## config.mk

```make
export PLATFORM = sky130hd
export DESIGN_NAME = dual_sensor_ball_motion_fuser_core_flat
export DESIGN_NICKNAME = d
export VERILOG_FILES = /design/src/rtl/dsbmf_pkg.sv /design/src/rtl/dsbmf_if.sv /design/src/rtl/dual_sensor_ball_motion_fuser_core.sv /design/src/rtl/dsbmf_ctrl.sv /design/src/rtl/dsbmf_datapath.sv /design/src/flat_wrapper.sv
export SDC_FILE = /design/constraint.sdc
export NUM_CORES = 2
export LEC_CHECK = 0
export ABC_AREA = 1
export BUFFER_PORTS_ARGS = -buffer_cell sky130_fd_sc_hd__buf_2
export CAP_MARGIN = 10
export CORE_AREA = 2 2 324 326
export CTS_CLUSTER_SIZE = 30
export DETAILED_ROUTE_END_ITERATION = 8
export DIE_AREA = 0 0 326 328
export PLACE_DENSITY_LB_ADDON = 0.12
export SYNTH_ARGS = -nofsm -noshare
export SYNTH_HDL_FRONTEND = slang
export SYNTH_SLANG_ARGS = --single-unit
```

## constraint.sdc

```tcl
create_clock -name clk_i -period 7.53 [get_ports clk_i]
set_clock_uncertainty 0.2 [all_clocks]
set_input_delay 1.506 -clock clk_i [delete_from_list [all_inputs] [get_ports clk_i]]
set_output_delay 1.506 -clock clk_i [all_outputs]
set_load 0.01 [all_outputs]
```

## src/rtl/dsbmf_pkg.sv

```systemverilog
// Package for the dual sensor ball motion fuser: constants, register codes,
// controller states and the command and status bundles between controller and datapath.
// No dependencies.
`default_nettype none

package dsbmf_pkg;

  localparam int unsigned FRACTION_BITS_DEF = 14;
  localparam int unsigned MOTION_WIDTH_DEF  = 16;
  localparam int unsigned GAIN_FRACTION     = 14;
  localparam int unsigned GAIN_WIDTH        = 16;
  localparam int unsigned TICK_WIDTH        = 8;
  localparam int unsigned MOVE_WIDTH        = 8;
  localparam int unsigned BUTTON_WIDTH      = 3;
  localparam int unsigned CFG_INDEX_WIDTH   = 8;
  localparam int unsigned CFG_DATA_WIDTH    = 16;

  localparam logic [TICK_WIDTH-1:0] SCROLL_TICK_RESET = 8'd64;
  localparam logic [GAIN_WIDTH-1:0] GAIN_RESET        = 16'd23170;

  localparam logic signed [MOVE_WIDTH-1:0] MOVE_MAX = 8'sh7f;
  localparam logic signed [MOVE_WIDTH-1:0] MOVE_MIN = 8'sh80;

  typedef enum logic [CFG_INDEX_WIDTH-1:0] {
    REG_INVERT_FIRST  = 8'd0,
    REG_INVERT_SECOND = 8'd1,
    REG_SCROLL_TICK   = 8'd2,
    REG_OFF_AXIS_GAIN = 8'd3
  } dsbmf_reg_e;

  typedef enum logic [2:0] {
    ST_IDLE,
    ST_MUL,
    ST_AXES,
    ST_MAG,
    ST_CHECK,
    ST_SPLIT,
    ST_DIV,
    ST_FIN
  } dsbmf_state_e;

  typedef struct packed {
    logic load;
    logic mul;
    logic axes;
    logic mag;
    logic check;
    logic split;
    logic div_step;
    logic finish;
  } dsbmf_cmd_t;

  typedef struct packed {
    logic scroll;
    logic div_done;
  } dsbmf_stat_t;

endpackage

`default_nettype wire

```

## src/rtl/dsbmf_if.sv

```systemverilog
// Channel interfaces of the motion fuser: motion input, report output and
// configuration write. Depends on dsbmf_pkg.
`default_nettype none

interface dsbmf_motion_if #(
  parameter int unsigned MOTION_WIDTH = dsbmf_pkg::MOTION_WIDTH_DEF
);
  logic                                   valid;
  logic                                   ready;
  logic signed [MOTION_WIDTH-1:0]         first_dx;
  logic signed [MOTION_WIDTH-1:0]         first_dy;
  logic signed [MOTION_WIDTH-1:0]         second_dx;
  logic signed [MOTION_WIDTH-1:0]         second_dy;
  logic [dsbmf_pkg::BUTTON_WIDTH-1:0]     buttons_pressed;

  modport source (
    output valid, first_dx, first_dy, second_dx, second_dy, buttons_pressed,
    input  ready
  );
  modport sink (
    input  valid, first_dx, first_dy, second_dx, second_dy, buttons_pressed,
    output ready
  );
endinterface

interface dsbmf_report_if;
  logic                                   valid;
  logic                                   ready;
  logic                                   report_valid;
  logic                                   wake_request;
  logic [dsbmf_pkg::BUTTON_WIDTH-1:0]     button_mask;
  logic signed [dsbmf_pkg::MOVE_WIDTH-1:0] move_x;
  logic signed [dsbmf_pkg::MOVE_WIDTH-1:0] move_y;
  logic signed [dsbmf_pkg::MOVE_WIDTH-1:0] wheel;
  logic                                   click;

  modport source (
    output valid, report_valid, wake_request, button_mask, move_x, move_y, wheel, click,
    input  ready
  );
  modport sink (
    input  valid, report_valid, wake_request, button_mask, move_x, move_y, wheel, click,
    output ready
  );
endinterface

interface dsbmf_cfg_if;
  logic                                    valid;
  logic                                    ready;
  logic [dsbmf_pkg::CFG_INDEX_WIDTH-1:0]   index;
  logic [dsbmf_pkg::CFG_DATA_WIDTH-1:0]    data;

  modport source (output valid, index, data, input ready);
  modport sink (input valid, index, data, output ready);
endinterface

`default_nettype wire

```

## src/rtl/dual_sensor_ball_motion_fuser_core.sv

```systemverilog
// Top level of the dual sensor ball motion fuser: joins controller, datapath
// and the channel interfaces. Depends on dsbmf_pkg, dsbmf_if, dsbmf_ctrl and dsbmf_datapath.
//
// One poll transaction on in_ch yields exactly one report transaction on out_ch. Polls are
// processed one at a time: a poll that is not a scroll poll runs through the states MUL, AXES,
// MAG, CHECK, SPLIT and FIN, and a scroll poll also runs through DIV, the bit-serial wheel step
// divider, which produces one quotient bit per cycle. The next poll is accepted in the cycle
// after the report is registered, even while that report still waits on out_ch. Configuration
// writes on cfg_ch are always accepted and unknown register indexes are ignored; write them only
// while no poll is in flight.
`default_nettype none

module dual_sensor_ball_motion_fuser_core #(
  parameter int unsigned FRACTION_BITS = dsbmf_pkg::FRACTION_BITS_DEF,
  parameter int unsigned MOTION_WIDTH  = dsbmf_pkg::MOTION_WIDTH_DEF
) (
  input  wire              clk_i,
  input  wire              rst_ni,
  dsbmf_motion_if.sink     in_ch,
  dsbmf_report_if.source   out_ch,
  dsbmf_cfg_if.sink        cfg_ch
);
  import dsbmf_pkg::*;

  dsbmf_cmd_t  cmd;
  dsbmf_stat_t stat;
  logic        in_ready;
  logic        out_valid;

  assign cfg_ch.ready = 1'b1;
  assign in_ch.ready  = in_ready;
  assign out_ch.valid = out_valid;

  dsbmf_ctrl u_ctrl (
    .clk_i       (clk_i),
    .rst_ni      (rst_ni),
    .in_valid_i  (in_ch.valid),
    .in_ready_o  (in_ready),
    .out_valid_o (out_valid),
    .out_ready_i (out_ch.ready),
    .cmd_o       (cmd),
    .stat_i      (stat)
  );

  dsbmf_datapath #(
    .FRACTION_BITS (FRACTION_BITS),
    .MOTION_WIDTH  (MOTION_WIDTH)
  ) u_datapath (
    .clk_i             (clk_i),
    .rst_ni            (rst_ni),
    .cmd_i             (cmd),
    .stat_o            (stat),
    .cfg_we_i          (cfg_ch.valid),
    .cfg_index_i       (cfg_ch.index),
    .cfg_data_i        (cfg_ch.data),
    .first_dx_i        (in_ch.first_dx),
    .first_dy_i        (in_ch.first_dy),
    .second_dx_i       (in_ch.second_dx),
    .second_dy_i       (in_ch.second_dy),
    .buttons_pressed_i (in_ch.buttons_pressed),
    .report_valid_o    (out_ch.report_valid),
    .wake_request_o    (out_ch.wake_request),
    .button_mask_o     (out_ch.button_mask),
    .move_x_o          (out_ch.move_x),
    .move_y_o          (out_ch.move_y),
    .wheel_o           (out_ch.wheel),
    .click_o           (out_ch.click)
  );

endmodule

`default_nettype wire

```

## src/rtl/dsbmf_ctrl.sv

```systemverilog
// Controller of the motion fuser: sequences the datapath steps of one poll
// and owns the input ready and output valid. Depends on dsbmf_pkg.
`default_nettype none

module dsbmf_ctrl (
  input  wire                      clk_i,
  input  wire                      rst_ni,
  input  wire                      in_valid_i,
  output logic                     in_ready_o,
  output logic                     out_valid_o,
  input  wire                      out_ready_i,
  output dsbmf_pkg::dsbmf_cmd_t    cmd_o,
  input  dsbmf_pkg::dsbmf_stat_t   stat_i
);
  import dsbmf_pkg::*;

  dsbmf_state_e state_q, state_d;
  logic         out_valid_q, out_valid_d;
  logic         out_free;

  assign out_free    = !out_valid_q || out_ready_i;
  assign out_valid_o = out_valid_q;

  always_comb begin
    state_d = state_q;
    case (state_q)
      ST_IDLE:  if (in_valid_i) state_d = ST_MUL;
      ST_MUL:   state_d = ST_AXES;
      ST_AXES:  state_d = ST_MAG;
      ST_MAG:   state_d = ST_CHECK;
      ST_CHECK: state_d = ST_SPLIT;
      ST_SPLIT: state_d = stat_i.scroll ? ST_DIV : ST_FIN;
      ST_DIV:   if (stat_i.div_done) state_d = ST_FIN;
      ST_FIN:   if (out_free) state_d = ST_IDLE;
      default:  state_d = ST_IDLE;
    endcase
  end

  always_comb begin
    cmd_o      = '0;
    in_ready_o = 1'b0;
    case (state_q)
      ST_IDLE: begin
        in_ready_o = 1'b1;
        cmd_o.load = in_valid_i;
      end
      ST_MUL:   cmd_o.mul = 1'b1;
      ST_AXES:  cmd_o.axes = 1'b1;
      ST_MAG:   cmd_o.mag = 1'b1;
      ST_CHECK: cmd_o.check = 1'b1;
      ST_SPLIT: cmd_o.split = 1'b1;
      ST_DIV:   cmd_o.div_step = !stat_i.div_done;
      ST_FIN:   cmd_o.finish = out_free;
      default: begin
        cmd_o      = '0;
        in_ready_o = 1'b0;
      end
    endcase
  end

  always_comb begin
    out_valid_d = out_valid_q;
    if (cmd_o.finish) begin
      out_valid_d = 1'b1;
    end else if (out_ready_i) begin
      out_valid_d = 1'b0;
    end
  end

  always_ff @(posedge clk_i or negedge rst_ni) begin
    if (!rst_ni) begin
      state_q     <= ST_IDLE;
      out_valid_q <= 1'b0;
    end else begin
      state_q     <= state_d;
      out_valid_q <= out_valid_d;
    end
  end

endmodule

`default_nettype wire

```

## src/rtl/dsbmf_datapath.sv

```systemverilog
// Datapath of the motion fuser: configuration registers, axis arithmetic,
// scroll remainder with a bit-serial step divider, and the result register.
// Depends on dsbmf_pkg.
`default_nettype none

module dsbmf_datapath #(
  parameter int unsigned FRACTION_BITS = dsbmf_pkg::FRACTION_BITS_DEF,
  parameter int unsigned MOTION_WIDTH  = dsbmf_pkg::MOTION_WIDTH_DEF
) (
  input  wire                                       clk_i,
  input  wire                                       rst_ni,
  input  dsbmf_pkg::dsbmf_cmd_t                     cmd_i,
  output dsbmf_pkg::dsbmf_stat_t                    stat_o,
  input  wire                                       cfg_we_i,
  input  wire [dsbmf_pkg::CFG_INDEX_WIDTH-1:0]      cfg_index_i,
  input  wire [dsbmf_pkg::CFG_DATA_WIDTH-1:0]       cfg_data_i,
  input  wire signed [MOTION_WIDTH-1:0]             first_dx_i,
  input  wire signed [MOTION_WIDTH-1:0]             first_dy_i,
  input  wire signed [MOTION_WIDTH-1:0]             second_dx_i,
  input  wire signed [MOTION_WIDTH-1:0]             second_dy_i,
  input  wire [dsbmf_pkg::BUTTON_WIDTH-1:0]         buttons_pressed_i,
  output logic                                      report_valid_o,
  output logic                                      wake_request_o,
  output logic [dsbmf_pkg::BUTTON_WIDTH-1:0]        button_mask_o,
  output logic signed [dsbmf_pkg::MOVE_WIDTH-1:0]   move_x_o,
  output logic signed [dsbmf_pkg::MOVE_WIDTH-1:0]   move_y_o,
  output logic signed [dsbmf_pkg::MOVE_WIDTH-1:0]   wheel_o,
  output logic                                      click_o
);
  import dsbmf_pkg::*;

  localparam int unsigned NW   = MOTION_WIDTH + 1;
  localparam int unsigned PW   = NW + GAIN_WIDTH + 1;
  localparam int unsigned GSH  = (FRACTION_BITS >= GAIN_FRACTION) ?
                                 FRACTION_BITS - GAIN_FRACTION : 0;
  localparam int unsigned GDIV = (FRACTION_BITS < GAIN_FRACTION) ?
                                 GAIN_FRACTION - FRACTION_BITS : 0;
  localparam int unsigned GW   = PW + GSH;
  localparam int unsigned AW   = NW + FRACTION_BITS;
  localparam int unsigned XW   = ((AW > GW) ? AW : GW) + 1;
  localparam int unsigned ZW   = NW + FRACTION_BITS + 1;
  localparam int unsigned CW   = ((XW > ZW) ? XW : ZW) + 1;
  localparam int unsigned RW   = MOTION_WIDTH + FRACTION_BITS + 4;
  localparam int unsigned QW   = RW - FRACTION_BITS;
  localparam int unsigned KW   = $clog2(QW + 1);
  localparam int unsigned LW   = TICK_WIDTH + FRACTION_BITS;

  function automatic logic signed [MOVE_WIDTH-1:0] sat_move(
    input logic                  neg,
    input logic                  ovf,
    input logic [MOVE_WIDTH-1:0] low
  );
    logic signed [MOVE_WIDTH-1:0] res;
    if (!neg) begin
      res = (ovf || low[MOVE_WIDTH-1]) ? MOVE_MAX : signed'(low);
    end else begin
      res = (ovf || (low > unsigned'(MOVE_MIN))) ? MOVE_MIN : signed'(~low + 1'b1);
    end
    return res;
  endfunction

  // Configuration registers.
  logic                  inv_first_q, inv_second_q;
  logic [TICK_WIDTH-1:0] tick_q;
  logic [GAIN_WIDTH-1:0] gain_q;

  always_ff @(posedge clk_i or negedge rst_ni) begin
    if (!rst_ni) begin
      inv_first_q  <= 1'b0;
      inv_second_q <= 1'b0;
      tick_q       <= SCROLL_TICK_RESET;
      gain_q       <= GAIN_RESET;
    end else if (cfg_we_i) begin
      case (cfg_index_i)
        REG_INVERT_FIRST:  inv_first_q  <= cfg_data_i[0];
        REG_INVERT_SECOND: inv_second_q <= cfg_data_i[0];
        REG_SCROLL_TICK:   tick_q       <= cfg_data_i[TICK_WIDTH-1:0];
        REG_OFF_AXIS_GAIN: gain_q       <= cfg_data_i[GAIN_WIDTH-1:0];
        default: begin
        end
      endcase
    end
  end

  // Operand capture and axis arithmetic.
  logic signed [NW-1:0]      ax_q, ay_q, bx_q, by_q;
  logic [BUTTON_WIDTH-1:0]   pressed_q;
  logic signed [GAIN_WIDTH:0] gain_s;
  logic signed [PW-1:0]      prod_q;
  logic signed [PW-1:0]      gain_bias, gain_div;
  logic signed [GW-1:0]      gain_fx;
  logic signed [AW-1:0]      ax_fx;
  logic signed [NW:0]        ab_sum;
  logic signed [XW-1:0]      x_d, x_q;
  logic signed [AW-1:0]      y_q;
  logic signed [ZW-1:0]      z_d, z_q;
  logic [XW-1:0]             mx_q;
  logic [AW-1:0]             my_q;
  logic [ZW-1:0]             mz_q;
  logic                      scroll_q;
  logic signed [RW-1:0]      rem_q, sum_q;
  logic [RW-1:0]             sum_mag;

  assign gain_s    = signed'({1'b0, gain_q});
  assign gain_bias = prod_q[PW-1] ? PW'((1 << GDIV) - 1) : '0;
  assign gain_div  = (prod_q + gain_bias) >>> GDIV;
  assign gain_fx   = GW'(gain_div) <<< GSH;
  assign ax_fx     = AW'(ax_q) <<< FRACTION_BITS;
  assign x_d       = -XW'(ax_fx) - XW'(gain_fx);
  assign ab_sum    = (NW + 1)'(ay_q) + (NW + 1)'(by_q);
  assign z_d       = -(ZW'(ab_sum) <<< (FRACTION_BITS - 1));
  assign sum_mag   = sum_q[RW-1] ? RW'(-sum_q) : RW'(sum_q);

  always_ff @(posedge clk_i) begin
    if (cmd_i.load) begin
      ax_q      <= inv_first_q  ? -NW'(first_dx_i)  : NW'(first_dx_i);
      ay_q      <= inv_first_q  ? -NW'(first_dy_i)  : NW'(first_dy_i);
      bx_q      <= inv_second_q ? -NW'(second_dx_i) : NW'(second_dx_i);
      by_q      <= inv_second_q ? -NW'(second_dy_i) : NW'(second_dy_i);
      pressed_q <= buttons_pressed_i;
    end
    if (cmd_i.mul) begin
      prod_q <= PW'(gain_s) * PW'(bx_q);
    end
    if (cmd_i.axes) begin
      x_q <= x_d;
      y_q <= ax_fx;
      z_q <= z_d;
    end
    if (cmd_i.mag) begin
      mx_q <= x_q[XW-1] ? XW'(-x_q) : XW'(x_q);
      my_q <= y_q[AW-1] ? AW'(-y_q) : AW'(y_q);
      mz_q <= z_q[ZW-1] ? ZW'(-z_q) : ZW'(z_q);
    end
    if (cmd_i.check) begin
      scroll_q <= (CW'(mz_q) > (CW'(mx_q) << 1)) && (CW'(mz_q) > (CW'(my_q) << 1));
      sum_q    <= rem_q + RW'(z_q);
    end
  end

  // Bit-serial divider: high part of the remainder magnitude by the scroll tick.
  logic [QW-1:0]             div_h_q;
  logic [FRACTION_BITS-1:0]  div_lo_q;
  logic [TICK_WIDTH-1:0]     div_p_q, div_d_q;
  logic [KW-1:0]             div_cnt_q;
  logic                      sum_neg_q;
  logic [TICK_WIDTH:0]       div_t, div_diff;
  logic                      div_ge;

  assign div_t    = {div_p_q, div_h_q[QW-1]};
  assign div_diff = div_t - {1'b0, div_d_q};
  assign div_ge   = div_t >= {1'b0, div_d_q};

  always_ff @(posedge clk_i or negedge rst_ni) begin
    if (!rst_ni) begin
      div_cnt_q <= '0;
      div_p_q   <= '0;
      div_d_q   <= TICK_WIDTH'(1);
    end else if (cmd_i.split) begin
      div_cnt_q <= KW'(QW);
      div_p_q   <= '0;
      div_d_q   <= (tick_q == '0) ? TICK_WIDTH'(1) : tick_q;
    end else if (cmd_i.div_step) begin
      div_cnt_q <= div_cnt_q - 1'b1;
      div_p_q   <= div_ge ? div_diff[TICK_WIDTH-1:0] : div_t[TICK_WIDTH-1:0];
    end
  end

  always_ff @(posedge clk_i) begin
    if (cmd_i.split) begin
      div_h_q   <= sum_mag[RW-1:FRACTION_BITS];
      div_lo_q  <= sum_mag[FRACTION_BITS-1:0];
      sum_neg_q <= sum_q[RW-1];
    end else if (cmd_i.div_step) begin
      div_h_q <= {div_h_q[QW-2:0], div_ge};
    end
  end

  assign stat_o.scroll   = scroll_q;
  assign stat_o.div_done = (div_cnt_q == '0);

  // Result formation, remainder and button state update.
  logic [BUTTON_WIDTH-1:0]        held_q;
  logic [LW-1:0]                  rem_mag;
  logic signed [RW-1:0]           rem_new;
  logic [XW-1:0]                  xt;
  logic [AW-1:0]                  yt;
  logic                           changed, steps_nz;
  logic                           report_q, wake_q, click_q;
  logic [BUTTON_WIDTH-1:0]        mask_q;
  logic signed [MOVE_WIDTH-1:0]   move_x_q, move_y_q, wheel_q;
  logic [RW-1:0]                  rem_abs;

  assign rem_mag  = {div_p_q, div_lo_q};
  assign rem_new  = sum_neg_q ? -RW'(rem_mag) : RW'(rem_mag);
  assign xt       = mx_q >> FRACTION_BITS;
  assign yt       = my_q >> FRACTION_BITS;
  assign changed  = (pressed_q != held_q);
  assign steps_nz = |div_h_q;
  assign rem_abs  = rem_q[RW-1] ? RW'(-rem_q) : RW'(rem_q);

  always_ff @(posedge clk_i or negedge rst_ni) begin
    if (!rst_ni) begin
      held_q <= '0;
      rem_q  <= '0;
    end else if (cmd_i.finish) begin
      held_q <= pressed_q;
      if (scroll_q) begin
        rem_q <= rem_new;
      end
    end
  end

  always_ff @(posedge clk_i) begin
    if (cmd_i.finish) begin
      wake_q <= changed;
      mask_q <= pressed_q;
      if (scroll_q) begin
        report_q <= changed || steps_nz;
        move_x_q <= '0;
        move_y_q <= '0;
        wheel_q  <= sat_move(sum_neg_q, |div_h_q[QW-1:MOVE_WIDTH],
                             div_h_q[MOVE_WIDTH-1:0]);
        click_q  <= steps_nz;
      end else begin
        report_q <= changed || (x_q != '0) || (y_q != '0);
        move_x_q <= sat_move(x_q[XW-1], |xt[XW-1:MOVE_WIDTH], xt[MOVE_WIDTH-1:0]);
        move_y_q <= sat_move(y_q[AW-1], |yt[AW-1:MOVE_WIDTH], yt[MOVE_WIDTH-1:0]);
        wheel_q  <= '0;
        click_q  <= 1'b0;
      end
    end
  end

  assign report_valid_o = report_q;
  assign wake_request_o = wake_q;
  assign button_mask_o  = mask_q;
  assign move_x_o       = move_x_q;
  assign move_y_o       = move_y_q;
  assign wheel_o        = wheel_q;
  assign click_o        = click_q;

  a_div_partial_below_divisor: assert property (@(posedge clk_i) disable iff (!rst_ni)
    div_p_q < div_d_q)
    else $error("Divider partial remainder reached the divisor.");

  a_remainder_bounded: assert property (@(posedge clk_i) disable iff (!rst_ni)
    cmd_i.finish && scroll_q |=> rem_abs < (RW'(div_d_q) << FRACTION_BITS))
    else $error("Scroll remainder not below one wheel step after a scroll poll.");

  a_scroll_zeroes_moves: assert property (@(posedge clk_i) disable iff (!rst_ni)
    cmd_i.finish && scroll_q |=> move_x_q == '0 && move_y_q == '0)
    else $error("Pointer moves are nonzero on a scroll poll.");

  a_click_tracks_wheel: assert property (@(posedge clk_i) disable iff (!rst_ni)
    cmd_i.finish |=> click_q == (wheel_q != '0))
    else $error("Click flag disagrees with the wheel count.");

endmodule

`default_nettype wire

```

## src/flat_wrapper.sv

```systemverilog
// flat-port wrapper written by rule: the top's interface ports become plain ports
module dual_sensor_ball_motion_fuser_core_flat import dsbmf_pkg::*;
#(
  parameter int unsigned FRACTION_BITS = dsbmf_pkg::FRACTION_BITS_DEF,
  parameter int unsigned MOTION_WIDTH  = dsbmf_pkg::MOTION_WIDTH_DEF
)
  (clk_i, rst_ni, in_ch_valid, in_ch_first_dx, in_ch_first_dy, in_ch_second_dx, in_ch_second_dy, in_ch_buttons_pressed, in_ch_ready, out_ch_valid, out_ch_report_valid, out_ch_wake_request, out_ch_button_mask, out_ch_move_x, out_ch_move_y, out_ch_wheel, out_ch_click, out_ch_ready, cfg_ch_valid, cfg_ch_index, cfg_ch_data, cfg_ch_ready);
  dsbmf_motion_if #(.MOTION_WIDTH(MOTION_WIDTH)) in_ch_i ();
  dsbmf_report_if out_ch_i ();
  dsbmf_cfg_if cfg_ch_i ();
  input  wire clk_i;
  input  wire rst_ni;
  input wire logic [$bits(in_ch_i.valid)-1:0] in_ch_valid;
  input wire logic [$bits(in_ch_i.first_dx)-1:0] in_ch_first_dx;
  input wire logic [$bits(in_ch_i.first_dy)-1:0] in_ch_first_dy;
  input wire logic [$bits(in_ch_i.second_dx)-1:0] in_ch_second_dx;
  input wire logic [$bits(in_ch_i.second_dy)-1:0] in_ch_second_dy;
  input wire logic [$bits(in_ch_i.buttons_pressed)-1:0] in_ch_buttons_pressed;
  output wire logic [$bits(in_ch_i.ready)-1:0] in_ch_ready;
  output wire logic [$bits(out_ch_i.valid)-1:0] out_ch_valid;
  output wire logic [$bits(out_ch_i.report_valid)-1:0] out_ch_report_valid;
  output wire logic [$bits(out_ch_i.wake_request)-1:0] out_ch_wake_request;
  output wire logic [$bits(out_ch_i.button_mask)-1:0] out_ch_button_mask;
  output wire logic [$bits(out_ch_i.move_x)-1:0] out_ch_move_x;
  output wire logic [$bits(out_ch_i.move_y)-1:0] out_ch_move_y;
  output wire logic [$bits(out_ch_i.wheel)-1:0] out_ch_wheel;
  output wire logic [$bits(out_ch_i.click)-1:0] out_ch_click;
  input wire logic [$bits(out_ch_i.ready)-1:0] out_ch_ready;
  input wire logic [$bits(cfg_ch_i.valid)-1:0] cfg_ch_valid;
  input wire logic [$bits(cfg_ch_i.index)-1:0] cfg_ch_index;
  input wire logic [$bits(cfg_ch_i.data)-1:0] cfg_ch_data;
  output wire logic [$bits(cfg_ch_i.ready)-1:0] cfg_ch_ready;
  assign in_ch_i.valid = in_ch_valid;
  assign in_ch_i.first_dx = in_ch_first_dx;
  assign in_ch_i.first_dy = in_ch_first_dy;
  assign in_ch_i.second_dx = in_ch_second_dx;
  assign in_ch_i.second_dy = in_ch_second_dy;
  assign in_ch_i.buttons_pressed = in_ch_buttons_pressed;
  assign in_ch_ready = in_ch_i.ready;
  assign out_ch_valid = out_ch_i.valid;
  assign out_ch_report_valid = out_ch_i.report_valid;
  assign out_ch_wake_request = out_ch_i.wake_request;
  assign out_ch_button_mask = out_ch_i.button_mask;
  assign out_ch_move_x = out_ch_i.move_x;
  assign out_ch_move_y = out_ch_i.move_y;
  assign out_ch_wheel = out_ch_i.wheel;
  assign out_ch_click = out_ch_i.click;
  assign out_ch_i.ready = out_ch_ready;
  assign cfg_ch_i.valid = cfg_ch_valid;
  assign cfg_ch_i.index = cfg_ch_index;
  assign cfg_ch_i.data = cfg_ch_data;
  assign cfg_ch_ready = cfg_ch_i.ready;
  dual_sensor_ball_motion_fuser_core #(.FRACTION_BITS(FRACTION_BITS), .MOTION_WIDTH(MOTION_WIDTH)) u_core (.clk_i(clk_i), .rst_ni(rst_ni), .in_ch(in_ch_i), .out_ch(out_ch_i), .cfg_ch(cfg_ch_i));
endmodule
```

Word level (Yosys, flattened, before mapping)
Cells that the tools add are included.
W data, S select, Z words.
Operators by class
  mux-type cells: 43
  add/subtract/negate cells: 19
  multipliers: 1
  order comparisons: 6
  eq/ne operators: 14
  reduce and logical (&&, ||, !) cells: 31
  bitwise logic cells: 3
Operator list (number)
  $mux W8: 13
  $mux W34: 3
  $mux W17: 4
  $neg A16 Y17: 4
  $mux W20: 2
  $gt A32 B36 Y1: 1
  $neg A31 Y35: 1
  $neg A35 Y35: 1
  $reduce_bool A35 Y1: 1
  $sub A35 B34 Y35: 1
  $add A34 B32 Y34: 1
  $mul A17 B17 Y34: 1
  $neg A22 Y34: 1
  $neg A34 Y34: 1
  $gt A32 B32 Y1: 1
  $neg A31 Y32: 1
  $neg A32 Y32: 1
  $mux W31: 1
  $neg A31 Y31: 1
  $reduce_bool A31 Y1: 1
  $mux W30: 1
  $add A8 B1 Y8 const B: 3
  $gt A8 B8 Y1 const B: 3
  $not A8 Y8: 3
  other kinds (28): 66
Storage, ports and cells
  input bits: 96
  word-level logic and storage cells: 156
  output and inout bits: 33
  flip-flop bits (word level): 475

Logic depth before layout (Yosys ltp)
  word-level depth: 5
  gate-level depth with buffers: 28
  depth with buffers taken out: 26

By module
Synthesis repeated with hierarchy kept, for this count alone.
Unflattened totals
  cells, all modules: 4286
  area, all modules: 35865.6 sq um
By module, submodules not included
  dsbmf_datapath: sequential area each 12532.0 sq um, times used 1, area an instance 35456.5 sq um, cells each 4224
  dsbmf_ctrl: sequential area each 100.1 sq um, times used 1, area an instance 397.9 sq um, cells each 60
  dual_sensor_ball_motion_fuser_core: sequential area each 0.0 sq um, times used 1, area an instance 11.3 sq um, cells each 2

Least setup slack after synthesis
OpenSTA, ideal clock, no wires.
  path kind: input -> register
  start point: input in_ch_valid
  end point: register u_core.u_datapath.ax_q[0] (enable)
  data required time: 6.743 ns
  arrival: 6.356 ns
  stages: 2
  library setup time: 0.587 ns
  path buffers: 0
  setup slack: 0.387 ns
  path through: inv_1 > nor3_1
RTL lines
  start: declaration: line flat_wrapper.sv:13  | input wire logic [$bits(in_ch_i.valid)-1:0] in_ch_valid;
  end signal: assignment: line dsbmf_datapath.sv:116  | ax_q <= inv_first_q ? -NW'(first_dx_i) : NW'(first_dx_i);
  end: declaration: line dsbmf_datapath.sv:86  | logic signed [NW-1:0] ax_q, ay_q, bx_q, by_q;

Final worst setup path
  start point: register u_core.u_datapath.gain_q[3]
  end point: register u_core.u_datapath.prod_q[33], data pin
On the way
  word-level cells in the longest chain between the ends: 1
Ends and longest elaborated chain
  start: declaration: line dsbmf_datapath.sv:65  | logic [GAIN_WIDTH-1:0] gain_q;
  start signal: assignment: line dsbmf_datapath.sv:78  | REG_OFF_AXIS_GAIN: gain_q <= cfg_data_i[GAIN_WIDTH-1:0];
  $mul A17 B17 Y34: line dsbmf_datapath.sv:123  | prod_q <= PW'(gain_s) * PW'(bx_q);
  end signal: assignment: line dsbmf_datapath.sv:123
  end: declaration: line dsbmf_datapath.sv:89  | logic signed [PW-1:0] prod_q;
No other way between the ends.
A chain may end at the register's enable or synchronous reset.

==> flow_summary.yaml <==
critical_path:
  timing.rr.end: "u_core.u_datapath.prod_q[33]"
  crit_type: "reg2reg"
  worstReg2RegStart: "u_core.u_datapath.gain_q[3]"
  worst-endpoint-required_ns: 7.70
  critPathMaxFanout: 18
  critPathCapture: "u_core.u_datapath.prod_q[33]"
  start_kind: "flip-flop"
  worst-endpoint-arrival_ns: 6.51
  setup.worst_path.start: "u_core.u_datapath.gain_q[3]"
  worst_r2r_path_depth: 19
  cp-end-kind: "flip-flop"
  regToRegSetupSlack_ns: 1.19
synth:
  synth-simple-area-share_pct: 18.9
  synth_fp_nets: 4871
  synth.distinct_cells: 61
  ys.warnings.count: 0
  synth_compound_area_share_pct: 7.02
  synthAdderAreaFrac_pct: 21.6
  total_of_flip_flops_plus_latches_after_synthesis: 435
  ys_async_sr_fraction_pct: 20.2
  postSynthCellCount: 4283
  synth_edf_count: 347
  yosys_most_used_dff: "edfxtp_1"
  share_of_the_synthesized_netlist_area_taken_by_xor_and_xnor_gates_pct: 6.39
  synth.area.mux_share_pct: 0
  mappedNetlistArea_um2: 35900
  synth_sequential_area_ratio_pct: 35.2
  synth_top_family_by_area: "adder cells"
  post_synth.cell_area_avg_um2: 8.38
final_layout:
  layout.cells.most_common_list: "nand2_1, inv_1, edfxtp_1, nor2_1, ha_1"
  area.growth.synth_to_final_pct: 10.9
  final_common_cell: "nand2_1"
  nFillCells: 10653
  design.final.nets: 4963
  drive_gt1_share_pct: 6.83
  area_used_by_multi_input_combinational_logic_um2: 19400
  ff_latch_area_um2: 12600
  design_area_um2: 39800
  finished_layout_cells: 5802
  finalCoreUtilization_pct: 38.6
sta:
  worstMarginPinSlew_ns: 1.06
  layout_worst_path_cycle_share_pct: 84.2
  rsz0062_at_grt: "no"
  finalHoldViolCount: 0
  slew_headroom_pct: 29.1
  maxClockFrequency_mhz: 158
  hold-worst-slack_ns: 0.234
  finalSetupViolations: 0
  setup_slack_ns: 1.19
  final_period_minus_worst_setup_slack_ns: 6.34
  setup_tns_ns: 0
  drv_slew: 0
detailed_routing:
  drcViolationCount: 0
  avgViaCountPerCell: 4.63
  route.vias.total: 26850
  drt-pass1-iter-count: 5
  drt.antenna.violating_nets: 0
  drtIter0Drc: 1501
  routed_wire_length_per_instance_um: 16.3
  drt-total-wl_um: 94400
placement:
  placed_area_um2: 38000
  gpl.final_weighted_congestion: 0.856
  placement_stage_worst_setup_slack_ns: 1.19
  dp_hpwl_um: 76700
  post-place-cells: 5697
  io_buffer_count: 127
floorplan:
  design.die.area_um2: 107000
  floorplan.initialDensity_pct: 34.8
  die_height_um: 328
  design.core.area_um2: 103000
  io-pin-count: 129
  die_w_um: 326
  core.rowCount: 118
clock_tree:
  clk_pin_slew_ns: 0.06
  cts_sinks: 435
  cts.path.max_buffers: 3
  ctsRootBufferMaster: "clkbuf_16"
  cts.repair_timing.setup_buffer_count: 0
  ctsResizeCount: 0
  clock_latency_ns: 0.64
  post_cts_hold_buffer_count: 0
  cts_buffers: 56
  cts_htree_levels: 2
  cts_tree: "done"
global_routing:
  grt_first_pass_wirelength_um: 148000
  global_route.usage.total_pct: 17.7
  vias_in_the_first_global_route: 26617
  antenna_found_initial: 4
  largest_net_degree_at_the_start_of_global_routing: 72
  grt_overflow_total: 0
pwr:
  powerDensity_nw_per_um2: 282
  maximum_vdd_drop_mv: 0.181
  power.total_mw: 11.2
  power.static_leakage_nw: 19.8
hold_path:
  hp-class: "reg2reg"
run:
  drv.max_cap_violation_count: 0
status:
  outcome: "complete, no violations"
routing by layer:
layer / global-route usage, % / part of all wire, % / vias to the layer above
li1: - / - / 13708
met1: 23.8 / 46 / 12599
met2: 29.5 / 47 / 412
met3: 2.31 / 3.8 / 129
met4: 5.57 / 2.8 / 2
met5: 0 / 0.012 / -
cells in the mapped netlist (12+ instances only):
| cell type | instances | area, µm² |
|---|---|---|
| ha_1 | 280 | 3500 |
| o21ai_0 | 184 | 921 |
| nor2_1 | 304 | 1140 |
| nand2_1 | 928 | 3480 |
| inv_1 | 914 | 3430 |
| a21oi_1 | 178 | 891 |
| or2_2 | 14 | 87.6 |
| edfxtp_1 | 347 | 10400 |
| nor4_1 | 27 | 169 |
| nand3_1 | 174 | 871 |
| clkbuf_1 | 90 | 338 |
| xnor2_1 | 56 | 490 |
| nand4_1 | 61 | 382 |
| xor2_1 | 206 | 1800 |
| nor3_1 | 59 | 295 |
| fa_1 | 212 | 4240 |
| dfrtp_1 | 80 | 2000 |
| a21o_1 | 12 | 90.1 |
power breakdown:
| part | switching [mW] | internal (mW) |
|---|---|---|
| registers | 0.504 | 3.59 |
| clock network | 1.11 | 1.58 |
| logic | 2.89 | 1.54 |
| total | 4.51 | 6.71 |
area by class of cell:
| class | count | share of cell area (%) |
|---|---|---|
| antenna | 1 | 0.00629 |
| multi-input combinational | 2818 | 48.7 |
| tap | 1380 | 4.34 |
| clock inverter | 33 | 0.846 |
| sequential | 435 | 31.7 |
| timing repair buffer | 142 | 1.89 |
| inverter | 922 | 8.70 |
| clock buffer | 71 | 3.76 |
how the worst min path moves through the flow:
| stage | startpoint | to | slack [ns] | cells past startpoint |
|---|---|---|---|---|
| after floorplan | u_core.u_datapath.rem_q[0] | u_core.u_datapath.sum_q[0] | 0.23 | 0 |
| after global placement | u_core.u_datapath.rem_q[7] | u_core.u_datapath.sum_q[7] | 0.23 | 0 |
| after detailed placement | u_core.u_datapath.rem_q[7] | u_core.u_datapath.sum_q[7] | 0.23 | 0 |
| after CTS | u_core.u_datapath.rem_q[7] | u_core.u_datapath.sum_q[7] | 0.24 | 0 |
| after global routing | u_core.u_datapath.rem_q[7] | u_core.u_datapath.sum_q[7] | 0.26 | 0 |
| final | u_core.u_datapath.rem_q[7] | u_core.u_datapath.sum_q[7] | 0.23 | 0 |
registers in the layout, summed over array words and instances, names as in the netlist, 19 cells and up:
name / cells
u_core.u_datapath.z_q: 19
u_core.u_datapath.div_h_q: 20
u_core.u_datapath.mz_q: 19
u_core.u_datapath.prod_q: 34
u_core.u_datapath.sum_q: 34
u_core.u_datapath.mx_q: 35
u_core.u_datapath.rem_q: 34
u_core.u_datapath.x_q: 35
critical path, stage by stage, from the launching register on:
cell,delay (ns)
dfrtp_1,0.87
nand2_1,0.19
fa_1,0.59
inv_1,0.06
fa_1,0.39
inv_1,0.09
fa_1,0.39
inv_1,0.09
fa_1,0.44
fa_1,0.54
inv_1,0.05
fa_1,0.59
inv_1,0.06
ha_1,0.36
a21oi_1,0.31
o21ai_0,0.17
o21ai_0,0.20
nand3_1,0.17
a21oi_1,0.20
xor2_1,0.09
cell families (layout without fill, tap and decap cells):
logic type / after synthesis / after routing
simple gates: 1610 / 1610
buf+inv: 1030 / 1168
fa+ha+maj: 492 / 492
compound gates: 453 / 453
flops: 435 / 435
xor+xnor: 262 / 262
other cells: 1 / 2
Power figures use the tool's default switching activity.
